===== src/design/get_ram.sv =====
// Single-port-write, single-port-read RAM with registered read data.
module get_ram #(
   parameter int WIDTH = 8,
   parameter int DEPTH = 16,
   localparam int AW = $clog2(DEPTH)
) (
   input  logic             clock,
   input  logic             wr_en,
   input  logic [AW-1:0]    wr_addr,
   input  logic [WIDTH-1:0] wr_data,
   input  logic [AW-1:0]    rd_addr,
   output logic [WIDTH-1:0] rd_data
);

   logic [WIDTH-1:0] mem [DEPTH];
   logic [WIDTH-1:0] rd_data_ff;

   always_ff @(posedge clock) begin
      if (wr_en) begin
         mem[wr_addr] <= wr_data;
      end
      rd_data_ff <= mem[rd_addr];
   end

   assign rd_data = rd_data_ff;

endmodule


===== config.mk =====
export PLATFORM = sky130hd
export DESIGN_NAME = get_ram
export DESIGN_NICKNAME = d
export VERILOG_FILES = /design/src/design/get_ram.sv
export SDC_FILE = /design/constraint.sdc
export NUM_CORES = 1
export LEC_CHECK = 0
export BUFFER_PORTS_ARGS = -buffer_cell sky130_fd_sc_hd__buf_2
export CAP_MARGIN = 20
export CORE_MARGIN = 1
export CORE_UTILIZATION = 45
export CTS_CLUSTER_SIZE = 25
export DETAILED_ROUTE_END_ITERATION = 10
export PLACE_DENSITY_LB_ADDON = 0.12
export RECOVER_POWER = 50
export SYNTH_ARGS = -nofsm -noshare
export SYNTH_HDL_FRONTEND = slang
export SYNTH_SLANG_ARGS = --single-unit

===== constraint.sdc =====
create_clock -name clock -period 1.5 [get_ports clock]
set_clock_uncertainty 0.1 [all_clocks]
set_input_delay 0 -clock clock [delete_from_list [all_inputs] [get_ports clock]]
set_output_delay 0 -clock clock [all_outputs]
set_load 0.02 [all_outputs]

Word-level counts from Yosys, hierarchy flattened
Memories as Yosys holds them, arrays and structs flattened. A register that Yosys moved wholly into a read port is not among the register bits.
Cells that the tools add are included.
- register bits after elaboration: 0
- memory bits (writable): 128
- output and inout port bits: 8
- bits of input ports: 18
- memories kept: 1
- logic and storage cells: 3
- muxes and demuxes: 2
- memory list (memory ; words ; bits a word ; read ports ; clocked after Yosys merged registers in ; wr ports ; RTL line ; RTL):
    mem ; 16 ; 8 ; 1 ; 1 ; 1 ; 15 ; logic [WIDTH-1:0] mem [DEPTH];
- operators with widths (kind ; count):
    $mux W1 ; 2

Logic depth before layout (Yosys ltp)
Gate-level depths: netlist of the first run.
- word-level depth: 2
- gate-level depth with buffers: 5
- depth with buffers taken out: 3

Least setup slack after synthesis of the first run
No wires, ideal clock.
- path kind: input -> register
- start: in wr_addr[2]
- end: mem mem[0][0], enable pin
- setup time: 0.383 ns
- path buffers: 0
- arrival time: 1.110 ns
- cell stages on the path: 2
- setup slack: -0.093 ns
- path through: or3b_2 -> nor3_1
- RTL lines (element ; RTL line ; RTL):
    start, declared ; 9 ; input logic [AW-1:0] wr_addr,
    end, declared ; 15 ;
No word-level cell before the write port.

==> flow_summary.ini, run 1 <==
[run_status]
status = complete, no violations

[yosys]
synthCells = 229
ys_warn_count = 0
netlist_area_mm2 = 0.00515
synth_top_area_share_pct = 74.7
synthesis.nets = 247
ys_types = 19
synth.area.top_cells = edfxtp_1 (75%), mux4_2 (7.9%), mux4_1 (7.1%), dfxtp_1 (3.1%), a22oi_1 (2.3%)
ys_seq_elements = 136
synth.avg_cell_area_um2 = 22.5
synth_seq_area_share_pct = 77.8
yosys.area.top_type = edfxtp_1

[floorplanning]
row_count = 38
core-area_mm2 = 0.0110
boundaryPins = 26
die_h_um = 109
die_w_um = 109
dieArea_mm2 = 0.0119
initial_core_util_pct = 46.9

[timing]
maxSlewHeadroom_pct = 44.4
fin_crit_sh_pct = 98.6
fin_crit_ps = 1480
maxSlewViolCount = 0
setup_viol = 0
hold_slack_ps = 7.83
hold_violations = 0
tightest_slew_ps = 833
rsz0062_at_grt = false
fmax_ghz = 0.676

[drt]
routed_wl_um = 9470
vias = 2425
drt_iter0_drc = 160
vias_per_cell = 5.44
wl_per_cell_um = 21.2
drt_first_pass_iters = 4
ant_nets = 0
drc_errors = 0

[place]
dpl.hpwl_um = 6130
gp_congestion = 0.711
dpl_cell_area_mm2 = 0.00562
placedCellCount = 409
port_buffers = 25

[power]
leakage_uw = 0.00206
power_density_mw_per_mm2 = 1330
ir_worst_vdd_uv = 735

[critical_path]
cp_data_required_time_ps = 1690
slowest_delay_ps = 470
worstPathArrival_ps = 1670
worst_setup_path_end_kind = flop
worstSetupStartpointType = flop
worstSetupPathType = reg2reg
crit_family = multiplexers
cp_max_fo = 1
cp_cell_sequence = mux4_2, a22oi_1, nand2_1
critPathSlowestCell = mux4_2
crit_buf_inv = 0

[finish]
area_delta_synth_final_pct = 19.2
layout_commonest_cell = edfxtp_1
num_antenna_cells = 0
final_nets = 314
final_cell_mix = edfxtp_1 (128), clkbuf_1 (20), mux4_2 (18)
postLayoutCellArea_mm2 = 0.00614
layout-drive-gt1-share_pct = 24.8
stdcell_count = 446

[grt]
grt_overflow = 0
grt_pass1_wl_um = 14600
track_usage_pct = 18.4
grt_max_degree = 17
grt_pass1_vias = 2547
antenna_found_initial = 0

[clocking]
cts.sinks = 136
htreeDepth = 4
cts_max_path_buffers = 2
clkTransAtPathRegs_ps = 50
cts_root_buffer = clkbuf_16
cts_tree = yes
cts_buffers = 17
clock_latency_ps = 410

[run]
cap_violations = 0

[min_path]
hold_path_class = in2reg
==> per-layer routing <==
metal  global-route usage (%)  up-vias  part of all wire (%)
met5                        0        -                     0
met4                     10.0        0                   2.0
met2                     27.4       60                    48
li1                         -     1102                     -
met1                     24.3     1249                    46
met3                     5.68       14                   4.2
==> final timing paths <==
check        startpoint         end  slack (ps)  cells after the start
max reg2reg   mem[3][7]  rd_data[7]          20                      3
min reg2reg   mem[7][1]  rd_data[1]         560                      3
max           mem[3][7]  rd_data[7]          20                      3
min          rd_addr[1]  rd_data[0]           8                      4
==> metrics by stage <==
step           TNS [ps]  setup WS (ps)  util [%]  total power [uW]
6_report              0           21.5      55.9              8140
5_1_grt               0           7.35      55.9              8400
4_1_cts               0           15.6      56.2              8210
3_5_place_dp      -79.9          -77.2      51.1              4800
3_3_place_gp      -76.0          -75.9      51.1              4790
2_1_floorplan         0            134         -              4590
==> kinds of logic (layout without fill, tap and decap cells) <==
logic type	count (synthesis)	after routing	synth area share, %
AOI/OAI and AO/OA	16	16	2.33
buffers and inverters	10	87	1.68
DFF	136	136	77.8
muxes	32	32	15.0
and+or+nand+nor	35	35	3.18
==> report_power, final <==
group          leakage (uW)  switching [uW]  internal, uW
Sequential          0.00122            23.5          4250
Combinational      0.000602             248           200
Clock              0.000236            1370          2040
Total               0.00206            1640          6490
==> timing repair <==
action,4_1_cts,5_1_grt
hold buffers,8,0
endpoints found under the setup margin,0,1
hold endpoints to repair,128,0
resized for setup,0,1
buffers inserted,0,0
==> worst reg2reg max path, delay by kind of cell, from the launching register on <==
kind            cells  cell delay, ps
flops               1             370
mux                 1             470
simple gates        1             100
compound gates      1             320
==> registers in the layout, summed over array words and instances (netlist names) <==
| register | flops |
|---|---|
| mem | 128 |
| rd_data | 8 |
==> final cells by class <==
type / count / area (um^2)
Clock buffer: 21 / 440
Clock inverter: 8 / 35.0
Fill cell: 849 / 4850
Multi-Input combinational cell: 83 / 1070
Sequential cell: 136 / 4000
Tap cell: 140 / 175
Timing Repair Buffer: 58 / 415
==> synthesized netlist by cell type <==
cell type and n:
nand3_1 1, a22oi_1 16, nor3_1 4, buf_2 3
and2b_1 1, nor2_1 13, buf_4 1, nor2b_1 1
nand2b_1 2, clkdlybuf4s25_2 3, mux4_2 18, and2_1 1
mux4_1 14, buf_6 3, dfxtp_1 8, edfxtp_1 128
or3b_2 1, nand3b_1 2, nand2_1 9
No activity file was read; power rests on OpenSTA's default activity.
==> run 2, diff against run 1 <==
Settings changed: ABC_CLOCK_PERIOD_IN_PS set to 1500, CORE_MARGIN 1 to 5.
==> flow_summary.ini, run 2 (same netlist as run 1, synthesis figures left out) <==
[finish]
final_cell_mix = edfxtp_1 (128), buf_2 (20), mux4_2 (19), clkbuf_1 (19), clkbuf_16 (17)
layout-drive-gt1-share_pct = 28.4
stdcell_count = 453
area_delta_synth_final_pct = 21.5
largest_register = mem
num_antenna_cells = 0
final_nets = 315
layout_commonest_cell = edfxtp_1
largest_reg_flops = 128

[timing]
setup_viol = 0
maxSlewHeadroom_pct = 46.4
fin_crit_ps = 1450
rsz0062_at_grt = false
tightest_slew_ps = 802
hold_violations = 0
fmax_ghz = 0.688
fin_crit_sh_pct = 96.8
maxSlewViolCount = 0

[floorplanning]
boundaryPins = 26
die_h_um = 117
dieArea_mm2 = 0.0137
core-area_mm2 = 0.0113
row_count = 39
initial_core_util_pct = 45.5
die_w_um = 117

[drt]
drt_first_pass_iters = 4
drc_errors = 0
wl_per_cell_um = 23.0
routed_wl_um = 10400
vias_per_cell = 5.37
drt_iter0_drc = 196
vias = 2432
ant_nets = 0

[clocking]
cts.sinks = 136
cts_buffers = 17
htreeDepth = 4
clock_latency_ps = 420
cts_root_buffer = clkbuf_16
cts_tree = yes
cts_max_path_buffers = 2
clkTransAtPathRegs_ps = 50
post_cts.repair.setup_buffers = 0

[critical_path]
cp_data_required_time_ps = 1670
cp_max_fo = 1
worstSetupEndpoint = rd_data[6]
worstPathArrival_ps = 1620
r2r_start = mem[8][6]
worstSetupStartpoint = mem[8][6]
reg2reg_slack_ps = 50
worstSetupStartpointType = flop
worstSetupPathType = reg2reg
r2r_cells = 3
reg2reg_to = rd_data[6]
worst_setup_path_end_kind = flop

[power]
leakage_uw = 0.00211
ir_worst_vdd_uv = 703
power_density_mw_per_mm2 = 1430
finalPower_uw = 8940

[grt]
grt_overflow = 0
grt_max_degree = 28
grt_pass1_vias = 2568
antenna_found_initial = 0
grt_pass1_wl_um = 15900
track_usage_pct = 17.0

[run]
cap_violations = 0

[place]
port_buffers = 25
placedCellCount = 413
gp_congestion = 0.715
dpl.hpwl_um = 6670

[min_path]
hold_path_class = in2reg

[run_status]
status = complete, no violations
-- run 2: cell types whose count changed in the layout (fill, tap and decap cells not counted), sizes merged --
cell,change
clkinv,-4
clkinvlp,+1
buf,+1
bufinv,+3
clkbuf,+3
-- run 2: through the flow --
stage          hold WS, ps  utilization, %  worst slack, ps  TNS (ps)  cell area (um^2)
6_report              57.6            55.3             47.3         0              6260
5_1_grt               52.2            55.3             3.92         0              6260
4_1_cts               51.8            55.7             3.84         0              6300
3_5_place_dp           311            49.5             -204      -374              5600
3_3_place_gp           302            49.5             -238      -452              5600
2_1_floorplan        -1.13               -              134         0              5150
-- run 2: metal layers --
metal,GRT usage (%),share of wire [%],wire (um),vias to the layer above
met4,4.59,0.71,74,0
met3,5.71,5.9,619,6
met5,0,0,0,-
met2,25.0,48,4960,62
li1,-,-,-,1117
met1,24.5,46,4770,1247
-- run 2: report_power, final --
| group | leakage, uW | internal, uW | switching (uW) | total (uW) |
|---|---|---|---|---|
| combinational | 0.000590 | 197 | 268 | 465 |
| clock | 0.000300 | 2780 | 1420 | 4190 |
| sequential | 0.00122 | 4250 | 25.5 | 4280 |
| total | 0.00211 | 7230 | 1710 | 8940 |
-- run 2: cell type report --
class	instances	area [um^2]
sequential	136	4000
fill	879	5060
clock inverter	8	118
multi-input combinational	83	1070
clock buffer	24	492
tap	143	179
timing repair buffer	59	390
-- run 2: worst min-delay path by stage --
stage,start,slack [ps],to,cells after the start
2_1_floorplan,wr_data[0],-1,mem[0][0],0
6_report,rd_addr[2],60,rd_data[4],4
4_1_cts,rd_addr[2],50,rd_data[4],4
5_1_grt,wr_addr[0],50,mem[0][4],3
3_3_place_gp,wr_data[6],300,mem[13][6],1
3_5_place_dp,wr_data[6],310,mem[12][6],1
-- run 2: timing repair --
action | in CTS | in global routing
hold buffers | 8 | 0
resized for setup | 2 | 2
setup endpoints to repair | 2 | 2
endpoints found under the hold margin | 128 | 0
pin swaps | 0 | 1
-- run 2: critical path: stages (launching register included) --
cell	delay (ps)
edfxtp_1	360
mux4_2	470
a22oi_1	240
nand2_1	130
==> run 3, diff against run 2 <==
Settings changed: CORE_UTILIZATION 45 to 53.
==> flow_summary.ini, run 3 (same netlist as run 1, synthesis figures left out) <==
[critical_path]
crit_buf_inv = 0
worstSetupStartpointType = flop
slowest_delay_ps = 520
worstSetupPathType = reg2reg
reg2reg_slack_ps = 80
cp_cell_sequence = mux4_1, a22oi_2, nand2_1
worstPathArrival_ps = 1720
reg2reg_to = rd_data[0]
worst_setup_path_end_kind = flop
critPathSlowestCell = mux4_1
cp_max_fo = 1
crit_family = multiplexers
r2r_start = mem[1][0]
cp_data_required_time_ps = 1800
r2r_cells = 3

[finish]
fillers = 675
layout-drive-gt1-share_pct = 29.4
final_nets = 315
final_cell_mix = edfxtp_1 (128), mux4_2 (18), buf_4 (18)
largest_reg_flops = 128
largest_register = mem
area_delta_synth_final_pct = 23.0
num_antenna_cells = 0
finalCoreUtilization_pct = 65.7
layout_commonest_cell = edfxtp_1

[grt]
grt_pass1_wl_um = 15400
grt_max_degree = 33
track_usage_pct = 18.8
grt_overflow = 0
grt_pass1_vias = 2691
antenna_found_initial = 0

[min_path]
whs_endpoint = mem[2][7]
hold_path_class = in2reg
holdCritStartpoint = wr_addr[3]
hold_depth = 4

[drt]
routed_wl_um = 9660
wl_per_cell_um = 21.8
vias_per_cell = 5.52
vias = 2445
drt_first_pass_iters = 7
drt_iter0_drc = 174
drc_errors = 0
ant_nets = 0

[timing]
fin_tns_setup_ps = 0
maxSlewViolCount = 0
hold_violations = 0
fmax_ghz = 0.705
rsz0062_at_grt = false
setup_viol = 0
fin_crit_sh_pct = 94.6
maxSlewHeadroom_pct = 46.7
tightest_slew_ps = 796
fin_crit_ps = 1420

[floorplanning]
die_w_um = 109
dieArea_mm2 = 0.0118
core-area_mm2 = 0.00964
die_h_um = 109
boundaryPins = 26
initial_core_util_pct = 53.4
row_count = 36

[clocking]
cts_max_path_buffers = 2
post_cts.repair.setup_buffers = 0
htreeDepth = 4
clock_latency_ps = 510
cts.sinks = 136
clkTransAtPathRegs_ps = 60
cts_tree = yes
cts_buffers = 17
cts_root_buffer = clkbuf_8

[run]
cap_violations = 0

[power]
leakage_uw = 0.00216
ir_worst_vdd_uv = 808
power_density_mw_per_mm2 = 1460

[place]
gp_congestion = 0.767
dpl.hpwl_um = 6110
port_buffers = 25

[run_status]
status = complete, no violations
[run 3: cell types whose count changed in the layout (fill, tap and decap cells not counted), sizes merged]
cell         previous run  this run
buf                    35        37
dlygate4sd3             8        12
clkbuf                 40        29
clkinvlp                1         3
bufinv                  3         6
[run 3: metrics by stage]
stage / worst slack (ps) / hold slack [ps] / std cells / power [uW] / instance area, um^2
global route: 14.2 / 46.6 / 443 / 9500 / 6330
finish: 80.9 / 30.0 / 443 / 9210 / 6330
floorplan: 134 / -1.13 / 229 / 4590 / 5150
CTS: 32.6 / 13.3 / 444 / 9280 / 6340
global placement: -39.5 / 287 / 399 / 4770 / 5560
detailed placement: -55.5 / 303 / 399 / 4780 / 5560
[run 3: report_power, final]
part | internal, uW | switching [uW] | leakage, uW
registers | 4250 | 25.1 | 0.00122
clock network | 3020 | 1460 | 0.000308
logic | 198 | 253 | 0.000626
[run 3: how the worst max path moves through the flow]
stage,start,end,slack (ps),cells past startpoint
2_1_floorplan,wr_addr[2],mem[3][0],130,2
3_3_place_gp,rd_addr[0],rd_data[2],-40,5
3_5_place_dp,rd_addr[0],rd_data[3],-60,5
4_1_cts,mem[0][2],rd_data[2],30,3
5_1_grt,mem[9][4],rd_data[4],10,3
6_report,mem[1][0],rd_data[0],80,3
[run 3: final cells by class]
cell class,count,area [um^2],share of cell area (%)
Clock buffer,19,422,6.66
Clock inverter,13,226,3.58
Tap cell,133,166,2.63
Multi-Input combinational cell,83,1080,17.0
Timing Repair Buffer,59,434,6.86
Sequential cell,136,4000,63.3
[run 3: layer usage]
layer,share of wire [%],GRT usage [%],wire (um)
met1,46,26.8,4420
met4,0.48,5.68,46
met3,4.8,5.73,461
met2,49,28.1,4730
met5,0,0,0
[run 3: what timing repair did]
item	CTS	global route
setup endpoints to repair	0	12
gates resized for setup	0	6
hold endpoints to repair	167	0
hold buffers	13	0
[run 3: worst min-delay path, delay by kind of cell]
kind | cells | cell delay (ps)
buffers and inverters | 2 | 250
and+or+nand+nor | 2 | 220
